### src/sv/fqpr_pkg.sv
// ----------------------------------------------------------------------------
// fqpr_pkg
// Types and constants shared by the queue controller, datapath and checker.
// ----------------------------------------------------------------------------
`default_nettype none

package fqpr_pkg;

    localparam int DEPTH  = 16;
    localparam int DATA_W = 32;
    localparam int OFFS_W = 4;
    localparam int ADDR_W = $clog2(DEPTH);
    localparam int CNT_W  = $clog2(DEPTH + 1);

    typedef enum logic [1:0] {
        REQ_ENQ  = 2'd0,
        REQ_DEQ  = 2'd1,
        REQ_PEEK = 2'd2,
        REQ_REV  = 2'd3
    } req_kind_t;

    typedef enum logic [1:0] {
        ST_OK    = 2'd0,
        ST_EMPTY = 2'd1,
        ST_FULL  = 2'd2,
        ST_RANGE = 2'd3
    } status_t;

    typedef struct packed {
        req_kind_t           req_type;
        logic [DATA_W-1:0]   data_in;
        logic [OFFS_W-1:0]   offset;
    } req_t;

    typedef struct packed {
        logic [DATA_W-1:0]   data_out;
        logic [CNT_W-1:0]    item_count;
        status_t             status;
    } rsp_t;

    typedef struct packed {
        logic load;
        logic exec;
    } ctl_cmd_t;

endpackage

`default_nettype wire

### src/sv/fifo_queue_peek_reverse_unit.sv
// ----------------------------------------------------------------------------
// fifo_queue_peek_reverse_unit
// Bounded queue with enqueue, dequeue, indexed peek and one-step reversal.
//
//   channel   signals              dir   beat marked by
//   request   start, busy, req     in    start && !busy at the clock edge
//   result    done, rsp            out   done, high for one cycle
//
// A request accepted at one edge runs the execute state, which also registers
// the ring store read; done and rsp follow in the next cycle. busy is low again
// in the result cycle, so a new request may enter then. Reset clears the queue
// to empty and forward order; results cannot stall.
// ----------------------------------------------------------------------------
`default_nettype none

module fifo_queue_peek_reverse_unit (
    input  wire logic           clk,
    input  wire logic           rst_n,
    input  wire logic           start,
    output logic                busy,
    input  wire fqpr_pkg::req_t req,
    output logic                done,
    output fqpr_pkg::rsp_t      rsp
);
    import fqpr_pkg::*;

    ctl_cmd_t cmd;

    fqpr_ctrl u_ctrl (
        .clk   (clk),
        .rst_n (rst_n),
        .start (start),
        .busy  (busy),
        .done  (done),
        .cmd   (cmd)
    );

    fqpr_dp u_dp (
        .clk   (clk),
        .rst_n (rst_n),
        .cmd   (cmd),
        .req   (req),
        .rsp   (rsp)
    );

endmodule

`default_nettype wire

### src/sv/fqpr_ctrl.sv
// ----------------------------------------------------------------------------
// fqpr_ctrl
// Request sequencer: accept a beat, run the execute state, strobe the result.
// ----------------------------------------------------------------------------
`default_nettype none

module fqpr_ctrl (
    input  wire logic              clk,
    input  wire logic              rst_n,
    input  wire logic              start,
    output logic                   busy,
    output logic                   done,
    output fqpr_pkg::ctl_cmd_t     cmd
);
    import fqpr_pkg::*;

    typedef enum logic [1:0] {
        S_IDLE,
        S_EXEC,
        S_RESP
    } state_t;

    state_t state_reg;
    state_t state_next;
    logic   busy_reg;
    logic   done_reg;
    logic   accept;

    assign accept = start && !busy_reg;

    always_comb
    begin
        unique case (state_reg)
            S_EXEC:  state_next = S_RESP;
            S_IDLE,
            S_RESP:  state_next = accept ? S_EXEC : S_IDLE;
            default: state_next = S_IDLE;
        endcase
    end

    always_ff @(posedge clk or negedge rst_n)
    begin
        if (!rst_n)
        begin
            state_reg <= S_IDLE;
            busy_reg  <= 1'b0;
            done_reg  <= 1'b0;
        end
        else
        begin
            state_reg <= state_next;
            busy_reg  <= (state_next == S_EXEC);
            done_reg  <= (state_next == S_RESP);
        end
    end

    assign busy     = busy_reg;
    assign done     = done_reg;
    assign cmd.load = accept;
    assign cmd.exec = (state_reg == S_EXEC);

endmodule

`default_nettype wire

### src/sv/fqpr_dp.sv
// ----------------------------------------------------------------------------
// fqpr_dp
// Ring store, base/fill/direction registers and result registers.
// ----------------------------------------------------------------------------
`default_nettype none

module fqpr_dp (
    input  wire logic               clk,
    input  wire logic               rst_n,
    input  wire fqpr_pkg::ctl_cmd_t cmd,
    input  wire fqpr_pkg::req_t     req,
    output fqpr_pkg::rsp_t          rsp
);
    import fqpr_pkg::*;

    logic [DATA_W-1:0] mem [DEPTH];
    logic [DATA_W-1:0] mem_q_reg;

    req_t              req_reg;
    logic [ADDR_W-1:0] base_reg;
    logic [ADDR_W-1:0] base_next;
    logic [CNT_W-1:0]  fill_reg;
    logic [CNT_W-1:0]  fill_next;
    logic              flag_reg;
    logic              flag_next;
    logic [CNT_W-1:0]  count_reg;
    status_t           status_reg;
    status_t           status_next;
    logic              rd_ok_reg;

    logic [ADDR_W-1:0] addr;
    logic              mem_we;
    logic              mem_re;
    logic              is_empty;
    logic              is_full;
    logic [CNT_W-1:0]  fill_m1;

    function automatic logic [ADDR_W-1:0] slot_of(
        input logic [ADDR_W-1:0] base,
        input logic              rev,
        input logic [ADDR_W-1:0] k
    );
        return rev ? (base - k) : (base + k);
    endfunction

    assign is_empty = (fill_reg == '0);
    assign is_full  = (fill_reg == CNT_W'(DEPTH));
    assign fill_m1  = fill_reg - CNT_W'(1);

    always_comb
    begin
        addr        = slot_of(base_reg, flag_reg, '0);
        mem_we      = 1'b0;
        mem_re      = 1'b0;
        base_next   = base_reg;
        fill_next   = fill_reg;
        flag_next   = flag_reg;
        status_next = ST_OK;
        unique case (req_reg.req_type)
            REQ_ENQ:
            begin
                addr = slot_of(base_reg, flag_reg, fill_reg[ADDR_W-1:0]);
                if (is_full)
                    status_next = ST_FULL;
                else
                begin
                    mem_we    = 1'b1;
                    fill_next = fill_reg + CNT_W'(1);
                end
            end
            REQ_DEQ:
            begin
                if (is_empty)
                    status_next = ST_EMPTY;
                else
                begin
                    mem_re    = 1'b1;
                    base_next = slot_of(base_reg, flag_reg, ADDR_W'(1));
                    fill_next = fill_m1;
                end
            end
            REQ_PEEK:
            begin
                addr = slot_of(base_reg, flag_reg, ADDR_W'(req_reg.offset));
                if (CNT_W'(req_reg.offset) >= fill_reg)
                    status_next = ST_RANGE;
                else
                    mem_re = 1'b1;
            end
            REQ_REV:
            begin
                if (!is_empty)
                    base_next = slot_of(base_reg, flag_reg, fill_m1[ADDR_W-1:0]);
                flag_next = !flag_reg;
            end
            default:
            begin
                status_next = ST_OK;
            end
        endcase
    end

    always_ff @(posedge clk)
    begin
        if (cmd.load)
            req_reg <= req;
        if (cmd.exec)
        begin
            count_reg  <= fill_next;
            status_reg <= status_next;
        end
    end

    always_ff @(posedge clk)
    begin
        if (cmd.exec && mem_we)
            mem[addr] <= req_reg.data_in;
        if (cmd.exec && mem_re)
            mem_q_reg <= mem[addr];
    end

    always_ff @(posedge clk or negedge rst_n)
    begin
        if (!rst_n)
        begin
            base_reg  <= '0;
            fill_reg  <= '0;
            flag_reg  <= 1'b0;
            rd_ok_reg <= 1'b0;
        end
        else if (cmd.exec)
        begin
            base_reg  <= base_next;
            fill_reg  <= fill_next;
            flag_reg  <= flag_next;
            rd_ok_reg <= mem_re;
        end
    end

    assign rsp.data_out   = rd_ok_reg ? mem_q_reg : '0;
    assign rsp.item_count = count_reg;
    assign rsp.status     = status_reg;

endmodule

`default_nettype wire

### config.mk
export PLATFORM = sky130hd
export DESIGN_NAME = fifo_queue_peek_reverse_unit
export DESIGN_NICKNAME = d
export VERILOG_FILES = /design/src/sv/fqpr_pkg.sv /design/src/sv/fifo_queue_peek_reverse_unit.sv /design/src/sv/fqpr_ctrl.sv /design/src/sv/fqpr_dp.sv
export SDC_FILE = /design/constraint.sdc
export NUM_CORES = 1
export LEC_CHECK = 0
export ABC_AREA = 0
export BUFFER_PORTS_ARGS = -buffer_cell sky130_fd_sc_hd__buf_4
export CAP_MARGIN = 20
export CORE_MARGIN = 3
export CORE_UTILIZATION = 45
export CTS_BUF_LIST = sky130_fd_sc_hd__clkbuf_8
export DETAILED_ROUTE_END_ITERATION = 8
export HOLD_SLACK_MARGIN = 0.12
export PLACE_DENSITY_LB_ADDON = 0.08
export SETUP_SLACK_MARGIN = 0.5
export SYNTH_ARGS = -nofsm -noshare
export SYNTH_HDL_FRONTEND = slang
export SYNTH_SLANG_ARGS = --single-unit
### constraint.sdc
create_clock -name clk -period 7.9 [get_ports clk]
set_clock_uncertainty 0.15 [all_clocks]
set_input_delay 0 -clock clk [delete_from_list [all_inputs] [get_ports clk]]
set_output_delay 0 -clock clk [all_outputs]
set_load 0.02 [all_outputs]
==> results of run 1 <==
## layer usage
layer / global-route usage (%) / vias up / wire length (um)
met5: 0 / - / 0
met4: 7.07 / 0 / 1240
met3: 3.53 / 73 / 3010
met2: 33.4 / 399 / 26400
met1: 29.5 / 6612 / 25100
li1: - / 5857 / -
## kinds of logic after synthesis
group	Yosys count	share of synthesized area (%)
buffers and inverters	106	1.95
muxes	42	2.10
adders and majority gates	20	1.15
xor gates and xnor gates	12	0.548
DFF	603	78.2
and+or+nand+nor	176	4.60
AOI/OAI and AO/OA	369	11.5
## cell usage after synthesis (all sizes together), types with 4 or more instances
| master | n |
|---|---|
| ha | 18 |
| inv | 18 |
| nor2 | 14 |
| o21ai | 16 |
| and3 | 64 |
| buf | 38 |
| a21oi | 12 |
| and2 | 33 |
| nand2 | 13 |
| a21o | 5 |
| nor3b | 9 |
| nand3 | 7 |
| mux2 | 39 |
| dfrtp | 14 |
| nor3 | 8 |
| and3b | 4 |
| a31oi | 64 |
| a22oi | 259 |
| clkbuf | 50 |
| nand2b | 5 |
| xnor2 | 9 |
| edfxtp | 589 |
| nor2b | 6 |
## worst max-delay path, delay by kind of cell (launching register included)
kind	cells	cell delay [ps]
adder cells (fa/ha/maj)	2	670
AND/OR/NAND/NOR	3	950
XOR/XNOR	2	400
AO/OA/AOI/OAI	4	720
buffers and inverters	4	1040
flip-flops	1	560
## area by class of cell
| cell class | instances | share of cell area (%) |
|---|---|---|
| antenna | 1 | 0.00925 |
| clock buffer | 101 | 5.14 |
| clock inverter | 72 | 1.12 |
| inverter | 18 | 0.250 |
| multi-input combinational | 619 | 17.5 |
| sequential | 603 | 66.6 |
| tap | 672 | 3.11 |
| timing repair buffer | 195 | 6.23 |
## power by group through the flow
| stage | Clock, W | Combinational [W] | Sequential, W |
|---|---|---|---|
| after global routing | 0.00257 | 0.00434 | 0.00393 |
| after global placement | 0 | 0.00400 | 0.00397 |
| after floorplan | 0 | 0.00275 | 0.00391 |
| final | 0.00236 | 0.00400 | 0.00391 |
| after CTS | 0.00243 | 0.00405 | 0.00391 |
| after detailed placement | 0 | 0.00399 | 0.00397 |
## path summary, 6_finish.rpt
check | end | slack (ps)
max | u_dp.mem[6][27] | 2990
min | u_dp.flag_reg | 340
max reg2reg | u_dp.mem[6][27] | 2990
min reg2reg | u_ctrl.busy | 340
max in group asynchronous | u_dp.fill_reg[2] | 6780
min in group clk | u_ctrl.busy | 340
## stage by stage
step,util (%),hold slack (ps)
floorplan,-,-446
global placement,48.8,-268
detailed placement,48.8,-273
CTS,53.7,308
global route,53.7,379
finish,53.7,336
==> results by group, run 1 <==
Power
  – Clock share of power: 23.0%
  – Seq pwr share: 38.1%
  – LEAKAGE: 9.09 nW
  – Combinational power share: 38.9%
  – P per Cell Area: 379 mW/mm2
  – Sw Ratio: 36.4%
  – Total power: 0.0103 W
  – Peak VDD IR: 444 uV
  – Int Pwr: 0.00652 W
  – NetSw: 0.00374 W

Timing
  – Fin worst setup slack: 2990 ps
  – RSZ-0062 raised after global routing: no
  – Final hold viol count: 0
  – Fmax: 204 MHz
  – Final TNS setup: 0 ps
  – Final Slew Violations: 0
  – Fin crit share: 62.1%
  – Slew @ Worst Pin: 1110 ps
  – Setup Viol. Count Final: 0
  – Slew HR: 26.1%
  – Final Critical Period: 4910 ps

Worst setup path
  – Slowest CP cell: nor3b_2
  – Startpoint types: flip-flop
  – Reg2reg path depth: 15
  – Max FO, Critical Path: 28
  – CP Launch Point: u_dp.fill_reg[0]
  – Crit path capture type: flip-flop
  – CP peak stage delay: 830 ps
  – WP data required: 8050 ps
  – Cell Chain, Critical Path: inv_1, ha_1, nor2_1, a21oi_1, o21a_1, inv_1, ha_1, nand2_1, o21ai_0, xor2_1, a22oi_2, xnor2_4, buf_4, nor3b_2, buf_4
  – RR Startpoint: u_dp.fill_reg[0]
  – Arr. time, crit path: 5060 ps
  – Crit path kind: reg -> reg

Die
  – Core area: 0.0504 mm2
  – Initial Utilization: 45.8%
  – Die width: 232 um
  – Chip height: 232 um
  – FP Rows: 82
  – Ports: 82
  – Die area: 0.0540 mm2

Clock network
  – Number of hold buffers added after cts: 79
  – CTS sink count: 603
  – Worst-path clk slew: 50 ps
  – Clk root buf: clkbuf_8
  – Post_cts resized: 0
  – Clk buf depth: 3
  – Num CTS Buffers: 100
  – Setup Buffers After CTS: 0
  – Clock Latency Late Sink: 670 ps
  – H-tree Lvls: 3
  – CTS tree: done

Logic synthesis
  – Yosys reg bits: 603
  – Synthesized netlist cell count: 1328
  – Synth top area share: 76.7%
  – Avg Inst Size Synth: 17.4 um2
  – Syn Std Cell Area: 0.0231 mm2
  – Distinct cells, synth: 55
  – Number of flops mapped to enable cells by yosys: 589
  – Largest cells by area after synthesis: edfxtp_1 77%, a22oi_1 8.4%, a31oi_1 1.7%
  – Ys flop type: edfxtp_1
  – Sequential fraction of the synthesis area: 78.2%
  – Fraction of registers with async set/reset: 2.32%
  – YS warnings: 0
  – Syn Nets: 1389
  – Cell taking the most area after synthesis: edfxtp_1

Final layout
  – Fill cell count: 4088
  – Final Non-Filler Cells: 2281
  – Most frequent cells in the layout: 589 x edfxtp_1, 258 x a22oi_1, 114 x buf_4, 101 x clkbuf_8, 79 x dlygate4sd3_1
  – Fin nets: 1598
  – Largest register FFs: 512
  – Final Cell Area: 0.0271 mm2
  – Most common cell after layout, fill and taps aside: edfxtp_1
  – Fraction of layout cells with a size suffix above 1: 18.6%
  – Area grow syn2layout: 17.3%
  – Register area: 0.0180 mm2
  – Area of the multi-input gates: 0.00474 mm2

GRT
  – Vias in the first global route: 13400
  – Initial antenna violation count: 1
  – Pin count of the biggest net entering global routing: 132
  – Gr ovfl total: 0
  – Total Routing Usage GR: 21.0%
  – First-pass GRT wire length: 84400 um

Detailed routing
  – ANT nets after route: 0
  – Total wire length: 55800 um
  – Routed WL per cell: 24.5 um
  – Drt pass-1 iters: 5
  – Number of remaining DRC errors: 0
  – Iteration-0 DRC Markers: 1092
  – DR vias: 12900
  – DR vias/cell: 5.67

Job
  – Max-Cap Viols: 0

Place
  – DP HPWL: 28800 um
  – Placed Cells: 2028
  – Area after DPL: 0.0246 mm2
  – Buffers added on ports: 81
  – Dpl ws: 2960 ps
  – Placer Congestion: 0.802

Worst hold path
  – HP Class: in -> async

Status
  – Status: finished, final reports clean
Power figures use the tool's default switching activity.
==> inputs of run 2 (changes only) <==
- clock period: 7.9 -> 4.8 ns (I/O delays scaled with it)
==> run 2 against run 1 <==
Against the previous run:
- largest power group unchanged
- via count rose by 2.2%
- non-clock buffer count rose by 35
- highest routed layer unchanged
- sequential power rose by 63%
==> results by group, run 2 (synthesis gave the netlist of run 1 again) <==
Worst setup path
  – WP data required: 5020 ps
  – Worst Path Buf+Inv: 6
  – RR Startpoint: u_dp.fill_reg[1]
  – Arr. time, crit path: 4290 ps
  – Most frequent cell on the critical path: buf_4
  – R2r setup slk: 730 ps
  – CP peak stage delay: 450 ps
  – Crit. path cell count: 17
  – Worst r2r dst: u_dp.mem[7][16]
  – CP Launch Point: u_dp.fill_reg[1]
  – Cell Chain, Critical Path: inv_1, ha_2, nor2_1, xnor2_1, o21ai_1, ha_1, a21oi_1, o21ai_2, xor2_1, a22oi_2, xnor2_4, buf_4, buf_4, buf_4, nor3_4, buf_4, clkbuf_16
  – Top Family by Delay on Critical Path: buffers and inverters
  – Reg2reg path depth: 17
  – Max FO, Critical Path: 14
  – Crit path to: u_dp.mem[7][16]
  – Crit path capture type: flip-flop
  – Slowest CP cell: dfrtp_2
  – Startpoint types: flip-flop
  – Crit path kind: reg -> reg

Power
  – Total power: 0.0174 W
  – Peak VDD IR: 466 uV
  – LEAKAGE: 9.43 nW
  – P per Cell Area: 626 mW/mm2

Clock network
  – Num CTS Buffers: 98
  – Clk root buf: clkbuf_8
  – CTS tree: done
  – Clk buf depth: 3
  – Clock Latency Late Sink: 670 ps
  – Worst-path clk slew: 60 ps
  – CTS sink count: 603
  – H-tree Lvls: 3

Die
  – Initial Utilization: 45.8%
  – Die width: 232 um
  – Ports: 82
  – Core area: 0.0504 mm2
  – FP Rows: 82
  – Chip height: 232 um
  – Die area: 0.0540 mm2

Timing
  – Fmax: 246 MHz
  – Slew @ Worst Pin: 977 ps
  – Fin crit share: 84.9%
  – Setup Viol. Count Final: 0
  – Slew HR: 34.7%
  – Final hold viol count: 0
  – Final Critical Period: 4070 ps
  – Final Slew Violations: 0
  – Final TNS setup: 0 ps
  – RSZ-0062 raised after global routing: no

Detailed routing
  – Total wire length: 57400 um
  – Iteration-0 DRC Markers: 1180
  – DR vias/cell: 5.71
  – DR vias: 13200
  – Drt pass-1 iters: 5
  – Routed WL per cell: 24.8 um
  – Number of remaining DRC errors: 0
  – ANT nets after route: 0

Final layout
  – Final Non-Filler Cells: 2317
  – Register area: 0.0180 mm2
  – Fill cell count: 4086
  – Area of the multi-input gates: 0.00484 mm2
  – Fin nets: 1631
  – Final Cell Area: 0.0277 mm2
  – Area grow syn2layout: 20.1%
  – Fraction of layout cells with a size suffix above 1: 20.6%
  – Largest register FFs: 512
  – Most frequent cells in the layout: 589 x edfxtp_1, 258 x a22oi_1, 125 x buf_4, 101 x clkbuf_8, 79 x dlygate4sd3_1
  – Most common cell after layout, fill and taps aside: edfxtp_1

Place
  – Area after DPL: 0.0251 mm2
  – Placed Cells: 2055
  – DP HPWL: 29800 um
  – Placer Congestion: 0.777
  – Buffers added on ports: 81

GRT
  – Vias in the first global route: 13500
  – Gr ovfl total: 0
  – Initial antenna violation count: 1
  – First-pass GRT wire length: 85100 um
  – Total Routing Usage GR: 21.3%
  – Pin count of the biggest net entering global routing: 67

Job
  – Max-Cap Viols: 0

Worst hold path
  – HP Class: reg -> reg

Status
  – Status: finished, final reports clean
-- run 2: power by group --
group / internal (W) / switching [W] / total, W
Clock: 0.00194 / 0.00195 / 0.00389
Sequential: 0.00621 / 0.000186 / 0.00639
Combinational: 0.00297 / 0.00410 / 0.00708
-- run 2: worst min path at each step --
stage / from / endpoint / slack [ps] / cells after the start
finish: u_ctrl.state_reg[0] / u_ctrl.busy / 300 / 1
global route: start / u_dp.req_reg[35] / 320 / 3
CTS: start / u_dp.req_reg[33] / 270 / 3
detailed placement: rst_n / u_dp.rd_ok_reg / -270 / 1
global placement: rst_n / u_dp.rd_ok_reg / -270 / 1
floorplan: rst_n / u_ctrl.busy / -450 / 0
-- run 2: worst register-to-register path: stages (launching register included) --
cell,delay [ps]
dfrtp_2,450
inv_1,170
ha_2,270
nor2_1,70
xnor2_1,120
o21ai_1,160
ha_1,280
a21oi_1,190
o21ai_2,100
xor2_1,180
a22oi_2,250
xnor2_4,170
buf_4,200
buf_4,150
buf_4,230
nor3_4,230
buf_4,210
clkbuf_16,200
-- run 2: repair_timing --
action	in CTS	in global routing
gates resized for setup	0	7
endpoints found under the setup margin	83	447
cloned	0	2
pin swaps	2	4
hold buffers	79	0
buffers inserted	1	5
hold endpoints to repair	92	0
-- run 2: through the flow --
stage,setup slack (ps),hold WS [ps],util [%]
after floorplan,462,-446,-
after global placement,494,-275,49.8
after detailed placement,429,-273,49.8
after CTS,504,273,54.8
after global routing,515,316,55.0
final,727,295,55.0
-- run 2: cell type report --
cell class / instances / area share [%]
Multi-Input combinational cell: 619 / 17.5
Tap cell: 672 / 3.03
Timing Repair Buffer: 230 / 8.04
Clock inverter: 73 / 1.06
Antenna cell: 1 / 0.00903
Inverter: 18 / 0.244
Clock buffer: 101 / 5.02
Sequential cell: 603 / 65.1
-- run 2: per-layer routing --
layer  GRT usage [%]  part of all wire (%)  routed length [um]  vias up
li1                -                     -                   -     5936
met5               0                     0                   0        -
met3            3.61                   5.5                3150       79
met4            6.64                   2.0                1140        0
met1            29.7                    44               25100     6805
met2            34.3                    49               27900      400
